<file path="config.mk">
export PLATFORM = sky130hd
export DESIGN_NAME = glmd_fifo
export DESIGN_NICKNAME = d
export VERILOG_FILES = /design/src/design/glmd_fifo.sv
export VERILOG_INCLUDE_DIRS = /design/src /design/src/design
export SDC_FILE = /design/constraint.sdc
export NUM_CORES = 1
export LEC_CHECK = 0
export ABC_CLOCK_PERIOD_IN_PS = 2000
export BUFFER_PORTS_ARGS = -buffer_cell sky130_fd_sc_hd__buf_2
export CAP_MARGIN = 0
export CORE_MARGIN = 1.5
export CORE_UTILIZATION = 30
export DETAILED_ROUTE_END_ITERATION = 6
export GPL_ROUTABILITY_DRIVEN = 0
export GPL_TIMING_DRIVEN = 0
export HOLD_SLACK_MARGIN = 0.1
export PLACE_DENSITY = 0.49
export SYNTH_ARGS = -nofsm -noshare
export SYNTH_HDL_FRONTEND = slang
export SYNTH_SLANG_ARGS = --single-unit
</file>
<file path="constraint.sdc">
create_clock -name clk_i -period 2 [get_ports clk_i]
set_clock_uncertainty 0.05 [all_clocks]
set_input_delay 0.3 -clock clk_i [delete_from_list [all_inputs] [get_ports clk_i]]
set_output_delay 0.3 -clock clk_i [all_outputs]
set_load 0.01 [all_outputs]
</file>
<file path="src/design/assert_macros.svh">
// assertion helpers shared by the rtl modules
// each macro expects clk_i and rst_ni in the enclosing scope
`ifndef ASSERT_MACROS_SVH
`define ASSERT_MACROS_SVH

`ifndef ASSERT_OFF

// same-cycle implication
`define ASSERT_IMPL(name, pre, post, msg) \
  name: assert property (@(posedge clk_i) disable iff (!rst_ni) (pre) |-> (post)) \
    else $error(msg);

// next-cycle implication
`define ASSERT_NEXT(name, pre, post, msg) \
  name: assert property (@(posedge clk_i) disable iff (!rst_ni) (pre) |=> (post)) \
    else $error(msg);

`else

`define ASSERT_IMPL(name, pre, post, msg)
`define ASSERT_NEXT(name, pre, post, msg)

`endif

`endif

</file>
<file path="src/design/glmd_fifo.sv">
`include "assert_macros.svh"

module glmd_fifo #(
  parameter int unsigned WIDTH = 8,
  parameter int unsigned DEPTH = 4
) (
  input  logic             clk_i,
  input  logic             rst_ni,
  input  logic             push_i,
  input  logic [WIDTH-1:0] wdata_i,
  output logic             full_o,
  input  logic             pop_i,
  output logic [WIDTH-1:0] rdata_o,
  output logic             empty_o
);

  localparam int unsigned PTR_W = (DEPTH > 1) ? $clog2(DEPTH) : 1;
  localparam int unsigned CNT_W = $clog2(DEPTH + 1);

  logic [WIDTH-1:0] data_q [DEPTH];
  logic [PTR_W-1:0] wr_ptr_q, wr_ptr_d, rd_ptr_q, rd_ptr_d;
  logic [CNT_W-1:0] cnt_q, cnt_d;
  logic             do_push, do_pop;
  logic             last_pop;

  assign full_o   = (cnt_q == CNT_W'(DEPTH));
  assign empty_o  = (cnt_q == '0);
  assign do_push  = push_i && !full_o;
  assign do_pop   = pop_i && !empty_o;
  assign last_pop = do_pop && !do_push && (cnt_q == CNT_W'(1));
  assign rdata_o  = data_q[rd_ptr_q];

  // pointer and count update
  always_comb begin
    wr_ptr_d = wr_ptr_q;
    rd_ptr_d = rd_ptr_q;
    cnt_d    = cnt_q;
    if (do_push) begin
      wr_ptr_d = (wr_ptr_q == PTR_W'(DEPTH - 1)) ? '0 : wr_ptr_q + PTR_W'(1);
    end
    if (do_pop) begin
      rd_ptr_d = (rd_ptr_q == PTR_W'(DEPTH - 1)) ? '0 : rd_ptr_q + PTR_W'(1);
    end
    if (do_push && !do_pop) begin
      cnt_d = cnt_q + CNT_W'(1);
    end else if (do_pop && !do_push) begin
      cnt_d = cnt_q - CNT_W'(1);
    end
  end

  always_ff @(posedge clk_i or negedge rst_ni) begin
    if (!rst_ni) begin
      wr_ptr_q <= '0;
      rd_ptr_q <= '0;
      cnt_q    <= '0;
    end else begin
      wr_ptr_q <= wr_ptr_d;
      rd_ptr_q <= rd_ptr_d;
      cnt_q    <= cnt_d;
    end
  end

  // entry storage
  always_ff @(posedge clk_i) begin
    if (do_push) begin
      data_q[wr_ptr_q] <= wdata_i;
    end
  end

  `ASSERT_NEXT(fifo_push_not_empty, do_push && !do_pop, !empty_o, "fifo empty after push")
  `ASSERT_NEXT(fifo_last_pop_empty, last_pop, empty_o, "fifo not empty after last pop")
  `ASSERT_IMPL(fifo_full_not_empty, full_o, !empty_o, "fifo full and empty at once")

endmodule

</file>
==> impl_results.md <==
- Commonest non-fill, non-tap cell in the layout: edfxtp_1
- Critical Path RT: 2.12 ns
- Pwr Density: 1400 nW/um2
- H-tree levels: 2
- Root Buffer: clkbuf_8
- Unique masters post-synth: 19
- WHS Path Cells: 1
- CP Launch Type: flip-flop
- Hold WS: 0.175 ns
- Pin slew with the least headroom to its limit: 0.254 ns
- Rows: 26
- Setup_tns: 0 ns
- Buf+Inv Stages, Crit Path: 2
- Final setup violation count: 0
- Post-DRT Antenna Nets: 0
- Maximum root-to-sink buffer count: 2
- Clock Pin Slew Worst Setup and Hold Paths: 0.07 ns
- CTS tree: done
- Synth area leaders: edfxtp_1 59%, mux4_2 11%, dfrtp_1 11%, ha_1 4.6%, mux2_2 2.1%
- Overflow after GRT: 0
- Inst Count DP: 170
- Detailed Routing Iterations Pass 1: 4
- Max-cap violations: 0
- # nets final: 132
- Worst-path maximum fanout: 4
- Worst min-delay path class: input port to flip-flop
- Final worst setup slack: 0.0704 ns
- Syn Inst Count: 79
- CTS Sinks: 39
- DR iter-0 viols: 20
- Mapped Area: 1620 um2
- Routed len/inst: 14.1 um
- # diodes: 0
- Area leader, netlist: edfxtp_1
- LEAKAGE: 0.741 nW
- Die area: 5850 um2
- RSZ-0062 raised after global routing: yes
- Largest family of logic cells by synthesized area: multiplexers
- Avg Cell Area, Syn: 20.5 um2
- CTS buffer count: 5
- DP Wirelength: 1810 um
- Post-synthesis sequential area ratio: 70.1%
- Place WS: -0.0352 ns
- DR vias/cell: 4.25
- Post-synthesis simple-gate area fraction: 5.41%
- Cell count of the worst reg-to-reg path: 7
- Status: finished, final reports clean
- Critical Path AT: 2.05 ns
- Syn nets: 98
- Crit path kind: flip-flop to flip-flop
- Tmin final: 1.93 ns
- Share of layout cells above drive strength 1: 53.5%
- Die width: 76.5 um
- Xor and xnor area share after synthesis: 1.62%
- Max_slew headroom: 83.1%
- Fin. max-slew vios: 0
- Critical-path top delay cell: dfrtp_2
- Number of global-route vias before repair: 820
- Port Buffer Count: 21
- Final cell count without fillers: 184
- Initial antenna violation count: 0
- Crit path capture type: flip-flop
- Clk_lat worst skew: 0.28 ns
- Peak VDD IR: 0.000538 V
- Die Y: 76.5 um
- DRC viols: 0
- WP depth: 7
- Adder-cell share of the synthesized area: 5.87%
- Mux share of post-synthesis cell area: 15.1%
- GRT Util Overall: 10.0%
- Vias: 782
- Initial core utilization: 31.3%
- #FFs+latches synth: 39
- Layout area overhead: 22.1%
- Final hold viol count: 0
- Final worst path period share: 96.5%
- Total power: 2.77 mW
- Post-synthesis compound-gate area fraction: 0%
- First-pass GRT wire length: 4200 um
- Worst-path cell chain: nor3b_4 > nor2b_2 > buf_6 > ha_4 > inv_2 > fa_2 > mux2_2
- Largest net degree at the start of global routing: 12
- Yosys top cell area share: 59.3%
- Family with the most delay on the worst path: adder cells
- I/O pin count: 22
- Yosys warns: 0
- Final wirelength: 2600 um
- R2r setup slk: 0.07 ns
- Slowest Stage Delay on Critical Path: 0.47 ns
- Core Box Area: 5170 um2
- Most frequent cells in the layout: 32 x edfxtp_1, 22 x buf_2, 8 x mux4_2
- Maximum clock frequency: 518 MHz
-- stage by stage --
step	cell area (um2)	utilization, %
final	1980	38.2
after global routing	1980	38.2
after CTS	1930	37.3
after detailed placement	1820	35.1
after global placement	1820	35.1
after floorplan	1630	-
-- cells by family (layout without fill, tap and decap cells) --
family                   after synthesis  in the layout
XOR/XNOR                               3              3
adder cells (fa/ha/maj)                7              7
buffers and inverters                  6             41
flip-flops                            39             39
multiplexers                          13             13
AND/OR/NAND/NOR                       11             11
-- registers in the layout, indices dropped and copies added, names as in the netlist --
register	count
data_q	32
rd_ptr_q	2
cnt_q	3
wr_ptr_q	2
-- final cells by class --
class | instances | area, um2
Sequential cell | 39 | 1140
Inverter | 3 | 11.3
Buffer | 3 | 27.5
Timing Repair Buffer | 27 | 153
Clock buffer | 7 | 76.3
Fill cell | 487 | 3190
Multi-Input combinational cell | 34 | 479
Clock inverter | 1 | 5.00
Tap cell | 70 | 87.6
-- layer usage --
| layer | wire [um] | track usage (%) | vias up |
|---|---|---|---|
| met1 | 1100 | 11.3 | 395 |
| li1 | - | - | 368 |
| met4 | 58 | 5.56 | 0 |
| met2 | 1330 | 16.2 | 13 |
| met3 | 108 | 3.95 | 6 |
| met5 | 0 | 0 | - |
-- final timing paths --
| kind | from | end |
|---|---|---|
| hold / removal | wdata_i[7] | data_q[3][7] |
| setup reg to reg | cnt_q[0] | cnt_q[1] |
| setup / recovery | cnt_q[0] | cnt_q[1] |
| max in group asynchronous | rst_ni | cnt_q[0] |
| hold reg to reg | cnt_q[2] | cnt_q[2] |
| min in group asynchronous | rst_ni | wr_ptr_q[0] |
-- repair_timing --
action                                 CTS  global route
hold buffers                             1             0
setup endpoints to repair               10             4
setup buffers                            0             5
gates resized for setup                  7             3
endpoints found under the hold margin    7             0
pin swaps                                2             4
-- report_power, final --
part / internal [mW] / switching, mW
Clock: 0.244 / 0.249
Sequential: 1.11 / 0.126
Combinational: 0.575 / 0.474
-- cells in the mapped netlist, drive strengths merged --
library cell and instances:
and2 4, xor2 2, ha 6, nand2b 1
nor3b 1, nor2 3, nor3 1, inv 3
mux4 8, xnor2 1, dfrtp 7, edfxtp 32
buf 3, fa 1, nor2b 1, mux2 5
Note: power is estimated with default switching activity, not from simulation.
