### config.mk
export PLATFORM = sky130hd
export DESIGN_NAME = glmd_front
export DESIGN_NICKNAME = d
export VERILOG_FILES = /design/src/design/assert_macros.svh /design/src/design/glmd_pkg.sv /design/src/design/glmd_front.sv
export SDC_FILE = /design/constraint.sdc
export NUM_CORES = 1
export LEC_CHECK = 0
export ABC_AREA = 1
export ABC_CLOCK_PERIOD_IN_PS = 7830
export BUFFER_PORTS_ARGS = -buffer_cell sky130_fd_sc_hd__buf_2
export CORE_MARGIN = 3
export CORE_UTILIZATION = 55
export DETAILED_ROUTE_END_ITERATION = 8
export GPL_ROUTABILITY_DRIVEN = 1
export HOLD_SLACK_MARGIN = 0.15
export PLACE_DENSITY_LB_ADDON = 0.08
export SYNTH_ARGS = -nofsm -noshare
export SYNTH_HDL_FRONTEND = slang
export SYNTH_SLANG_ARGS = --single-unit
### constraint.sdc
create_clock -name clk_i -period 7.83 [get_ports clk_i]
set_clock_uncertainty 0.1 [all_clocks]
set_input_delay 0.783 -clock clk_i [delete_from_list [all_inputs] [get_ports clk_i]]
set_output_delay 0.783 -clock clk_i [all_outputs]
set_load 0.02 [all_outputs]
### src/design/assert_macros.svh
// assertion helpers shared by the rtl modules
// each macro expects clk_i and rst_ni in the enclosing scope
`ifndef ASSERT_MACROS_SVH
`define ASSERT_MACROS_SVH

`ifndef ASSERT_OFF

// same-cycle implication
`define ASSERT_IMPL(name, pre, post, msg) \
  name: assert property (@(posedge clk_i) disable iff (!rst_ni) (pre) |-> (post)) \
    else $error(msg);

// next-cycle implication
`define ASSERT_NEXT(name, pre, post, msg) \
  name: assert property (@(posedge clk_i) disable iff (!rst_ni) (pre) |=> (post)) \
    else $error(msg);

`else

`define ASSERT_IMPL(name, pre, post, msg)
`define ASSERT_NEXT(name, pre, post, msg)

`endif

`endif

### src/design/glmd_pkg.sv
package glmd_pkg;

  localparam int unsigned HEIGHT_W = 4;
  localparam int unsigned RISK_W   = 23;
  localparam int unsigned OUT_IDX_W = 10;
  localparam logic [RISK_W-1:0] RISK_MAX = {RISK_W{1'b1}};

  // item kinds
  typedef enum logic [0:0] {
    OP_PIXEL = 1'b0,
    OP_FLUSH = 1'b1
  } glmd_op_e;

  // configuration register indexes
  typedef enum logic [0:0] {
    REG_COLS = 1'b0,
    REG_ROWS = 1'b1
  } glmd_reg_e;

  // line store bank select (row index mod 3)
  typedef logic [1:0] bank_t;

  typedef struct packed {
    glmd_op_e              opcode;
    logic [HEIGHT_W-1:0]   height;
  } in_item_t;

  typedef struct packed {
    logic [OUT_IDX_W-1:0]  cell_row;
    logic [OUT_IDX_W-1:0]  cell_col;
    logic [HEIGHT_W-1:0]   cell_height;
    logic                  is_minimum;
    logic [RISK_W-1:0]     risk_total;
    logic                  frame_last;
  } out_item_t;

  // control word from the classifier to the executing back end
  typedef struct packed {
    logic                  wr;         // store height into the line store
    logic                  judge;      // produce a verdict
    logic                  has_up;
    logic                  has_down;
    logic                  has_left;
    logic                  has_right;
    logic                  last;       // final cell of the frame
    bank_t                 wbank;      // bank written
    bank_t                 cbank;      // bank of the judged row
    bank_t                 ubank;      // bank of the row above it
    logic [HEIGHT_W-1:0]   height;     // pixel height, lower neighbour
  } cmd_flags_t;

  function automatic bank_t bank_inc(bank_t b);
    bank_t r;
    r = (b == 2'd2) ? 2'd0 : b + 2'd1;
    return r;
  endfunction

  function automatic bank_t bank_dec(bank_t b);
    bank_t r;
    r = (b == 2'd0) ? 2'd2 : b - 2'd1;
    return r;
  endfunction

endpackage

### src/design/glmd_front.sv
module glmd_front #(
  parameter int unsigned MAX_COLS = 1024,
  parameter int unsigned MAX_ROWS = 1024
) (
  input  logic                                 clk_i,
  input  logic                                 rst_ni,
  input  logic                                 accept_i,
  input  glmd_pkg::in_item_t                   item_i,
  input  logic [$clog2(MAX_COLS + 1)-1:0]      cols_i,
  input  logic [$clog2(MAX_ROWS + 1)-1:0]      rows_i,
  output logic                                 cmd_push_o,
  output logic [$clog2(MAX_ROWS)-1:0]          cmd_row_o,
  output logic [$clog2(MAX_COLS)-1:0]          cmd_col_o,
  output glmd_pkg::cmd_flags_t                 cmd_flags_o
);

  localparam int unsigned COL_W = $clog2(MAX_COLS);
  localparam int unsigned ROW_W = $clog2(MAX_ROWS);
  localparam int unsigned CW    = $clog2(MAX_COLS + 1);
  localparam int unsigned RW    = $clog2(MAX_ROWS + 1);

  logic [ROW_W-1:0]      in_row_q, in_row_d;
  logic [COL_W-1:0]      in_col_q, in_col_d;
  logic [COL_W-1:0]      flush_col_q, flush_col_d;
  glmd_pkg::bank_t       wbank_q, wbank_d;
  logic                  complete_q, complete_d;
  logic                  row_end, grid_end, flush_end;

  // end of row, end of grid, end of last-row flush
  assign row_end   = (CW'(in_col_q) + CW'(1)) >= cols_i;
  assign grid_end  = (RW'(in_row_q) + RW'(1)) >= rows_i;
  assign flush_end = (CW'(flush_col_q) + CW'(1)) >= cols_i;

  // classify the accepted item and advance the raster position
  always_comb begin
    in_row_d    = in_row_q;
    in_col_d    = in_col_q;
    flush_col_d = flush_col_q;
    wbank_d     = wbank_q;
    complete_d  = complete_q;
    cmd_push_o  = 1'b0;
    cmd_row_o   = in_row_q;
    cmd_col_o   = in_col_q;
    cmd_flags_o = '0;
    if (accept_i) begin
      unique case (item_i.opcode)
        glmd_pkg::OP_PIXEL: begin
          if (!complete_q) begin
            cmd_push_o            = 1'b1;
            cmd_row_o             = in_row_q - ROW_W'(1);
            cmd_col_o             = in_col_q;
            cmd_flags_o.wr        = 1'b1;
            cmd_flags_o.judge     = (in_row_q != '0);
            cmd_flags_o.has_up    = (in_row_q > ROW_W'(1));
            cmd_flags_o.has_down  = 1'b1;
            cmd_flags_o.has_left  = (in_col_q != '0);
            cmd_flags_o.has_right = !row_end;
            cmd_flags_o.last      = 1'b0;
            cmd_flags_o.wbank     = wbank_q;
            cmd_flags_o.cbank     = glmd_pkg::bank_dec(wbank_q);
            cmd_flags_o.ubank     = glmd_pkg::bank_dec(glmd_pkg::bank_dec(wbank_q));
            cmd_flags_o.height    = item_i.height;
            if (row_end) begin
              in_col_d = '0;
              if (grid_end) begin
                complete_d  = 1'b1;
                flush_col_d = '0;
              end else begin
                in_row_d = in_row_q + ROW_W'(1);
                wbank_d  = glmd_pkg::bank_inc(wbank_q);
              end
            end else begin
              in_col_d = in_col_q + COL_W'(1);
            end
          end
        end
        glmd_pkg::OP_FLUSH: begin
          if (complete_q) begin
            cmd_push_o            = 1'b1;
            cmd_row_o             = in_row_q;
            cmd_col_o             = flush_col_q;
            cmd_flags_o.wr        = 1'b0;
            cmd_flags_o.judge     = 1'b1;
            cmd_flags_o.has_up    = (in_row_q != '0);
            cmd_flags_o.has_down  = 1'b0;
            cmd_flags_o.has_left  = (flush_col_q != '0);
            cmd_flags_o.has_right = !flush_end;
            cmd_flags_o.last      = flush_end;
            cmd_flags_o.wbank     = wbank_q;
            cmd_flags_o.cbank     = wbank_q;
            cmd_flags_o.ubank     = glmd_pkg::bank_dec(wbank_q);
            cmd_flags_o.height    = '0;
            if (flush_end) begin
              in_row_d    = '0;
              in_col_d    = '0;
              flush_col_d = '0;
              wbank_d     = '0;
              complete_d  = 1'b0;
            end else begin
              flush_col_d = flush_col_q + COL_W'(1);
            end
          end
        end
        default: begin
          cmd_push_o = 1'b0;
        end
      endcase
    end
  end

  always_ff @(posedge clk_i or negedge rst_ni) begin
    if (!rst_ni) begin
      in_row_q    <= '0;
      in_col_q    <= '0;
      flush_col_q <= '0;
      wbank_q     <= '0;
      complete_q  <= 1'b0;
    end else begin
      in_row_q    <= in_row_d;
      in_col_q    <= in_col_d;
      flush_col_q <= flush_col_d;
      wbank_q     <= wbank_d;
      complete_q  <= complete_d;
    end
  end

endmodule

==> reports/results.ini <==
[timing]
rsz0062_at_grt = false
clock.fmax_ghz = 0.271
fin_setup_tns_ps = 0
maxSlewHeadroom_pct = 48.7
fin_crit_sh_pct = 47.1
drv_slew = 0
setup_viol = 0
post-route-min-period_ps = 3690
hold_viol = 0
worst_pin_slew_ps = 768

[placement]
dp_hpwl_um = 7500
io_buffers = 67
gp_congestion = 0.915

[min_path]
min_path_type = flip-flop to flip-flop

[cts]
cts-resized-gates = 0
htree_levels = 2
cts_hold_buf = 0
post-cts-setup-buffers = 0
cts_num_sinks = 33
numCtsBuffers = 5
clk_pin_slew_ps = 60
clkLatencyLatePin_ps = 290
cts_tree = yes
cts_buffer_depth = 2
cts-root-buf = clkbuf_8

[power_and_ir_drop]
p_per_area_nw_per_um2 = 155
p_leak_nw = 2.40
vdd_drop_max_mv = 0.111

[final_layout]
fin_util_pct = 65.9
final_cell_mix = nand2_1, inv_1, buf_2
num_antenna_cells = 0
final_common_cell = nand2_1
layout-drive-gt1-share_pct = 14.8
nets = 688
area_growth_pct = 12.7
nFillCells = 570

[yosys]
synth.area.mux_share_pct = 0
synthesis.nets = 629
synth_area_um2 = 3570
ys_warn_count = 0
synth_simple_gate_area_share_pct = 31.5
synth_compound_area_share_pct = 10.6
synth-seq-area-share_pct = 23.1
postSynthCellCount = 554
synth_top_cells_by_area = dfrtp_1, nand2_1, ha_1, inv_1, o21ai_0
synth_xor_area_share_pct = 5.65
synth_top_family_by_area = simple AND/OR/NAND/NOR gates
synth_top_cell_by_area = dfrtp_1
synth.ff_latch_count = 33
synth_top_area_share_pct = 23.1
avgSynthCellArea_um2 = 6.44
synthAdderAreaFrac_pct = 15.8
synth.distinct_cells = 34

[route]
firstDrtPassIters = 5
ant_nets = 0
via_per_inst = 5.26
routedWlPerCell_um = 13.3
drc = 0
first_iter_violations = 259
vias = 3624
routed_wirelength_um = 9170

[floorplanning]
rows = 28
coreArea_um2 = 6100
io-pin-count = 68
die_h_um = 86.5
initial_core_util_pct = 58.5
die_w_um = 86.5
design.die.area_um2 = 7490

[setup_path]
slowest_stage = dfrtp_1
path_cells = ha_1 -> nand2_1 -> nor2_1 -> nand2_1 -> xor2_1 -> inv_1 -> ha_1 -> nand2_1 -> nor2_1 -> inv_1 -> nor2_1 -> nor2_1 -> nand2_1 -> o21ai_0 -> buf_2
cp_slowest_stage_delay_ps = 400
arrival_ps = 2810
crit_type = flip-flop to output pin
cp-end-kind = output pin
critPathMaxFanout = 4
cp.required_ps = 6950
cp-start-kind = flip-flop

[flow_run]
timing.max_cap.violations = 0

[global_routing]
grtUsageTotal_pct = 25.9
antenna_found_initial = 0
grt_max_degree = 34
grt-ovfl-total = 0
grt_pass1_vias = 3340
grt_pass1_wl_um = 15600

[run_status]
status = finished clean

## registers in the layout, indices dropped and copies added (netlist names)
name         flops
flush_col_q     10
in_col_q        10
in_row_q        10
wbank_q          2
complete_q       1
## path summary, 6_finish.rpt
check / slack [ps] / to / depth (start not counted) / from
min: 410 / flush_col_q[9] / 2 / flush_col_q[9]
max reg2reg: 4500 / flush_col_q[3] / 15 / in_row_q[0]
max: 4140 / cmd_flags_o[11] / 15 / flush_col_q[0]
min reg2reg: 410 / flush_col_q[9] / 2 / flush_col_q[9]
min in group asynchronous: 460 / in_col_q[7] / 1 / rst_ni
max in group asynchronous: 6680 / flush_col_q[0] / 1 / rst_ni
## per-layer routing
layer | wire [um] | vias to the layer above | track usage (%)
li1 | - | 1844 | -
met1 | 4520 | 1648 | 39.7
met4 | 99 | 0 | 4.96
met3 | 636 | 12 | 3.90
met2 | 3920 | 120 | 38.6
met5 | 0 | - | 0
## per-stage QoR
step                      instance area (um2)  hold WS, ps  std cells  worst slack (ps)  total power, mW
after floorplan                          3570          353        554              4680            0.385
after global placement                   3900          375        681              4510            0.454
after detailed placement                 3900          391        681              4470            0.460
after CTS                                4020          407        689              4150            0.626
after global routing                     4020          431        689              3870            0.672
final                                    4020          407        689              4140            0.625
## kinds of logic after synthesis
kind of cell,count (synthesis)
AO/OA/AOI/OAI,72
XOR/XNOR,23
adder cells (fa/ha/maj),45
buffers and inverters,117
flip-flops,33
AND/OR/NAND/NOR,264
## cells in the mapped netlist (all sizes together)
cell    instances
nor4            2
nand2         166
xor2           23
o22ai           1
o41ai           2
nand3          21
a21oi          16
clkbuf          7
inv           100
o21ai          50
a31oi           1
nand4           8
a21o            1
nand3b          2
o21bai          1
ha             45
nor2           58
buf             8
dfrtp          33
nor3            7
clkinv          2
## critical path, delay by kind of cell, from the launching register on
kind | cells | cell delay (ps)
AND/OR/NAND/NOR | 8 | 910
adder cells (fa/ha/maj) | 2 | 500
flip-flops | 1 | 400
buffers and inverters | 3 | 360
AO/OA/AOI/OAI | 1 | 210
XOR/XNOR | 1 | 140
## where the power goes
part / internal, mW / switching (mW)
Clock: 0.104 / 0.0627
Combinational: 0.0864 / 0.159
Sequential: 0.187 / 0.0258
Total: 0.377 / 0.248
## final cells by class
class / count / area, um2 / area share [%]
sequential: 33 / 826 / 20.5
inverter: 102 / 383 / 9.52
multi-input combinational: 404 / 2270 / 56.4
clock buffer: 7 / 86.3 / 2.15
clock inverter: 1 / 30.0 / 0.747
timing repair buffer: 67 / 335 / 8.34
tap: 75 / 93.8 / 2.33
Power figures use the tool's default switching activity.
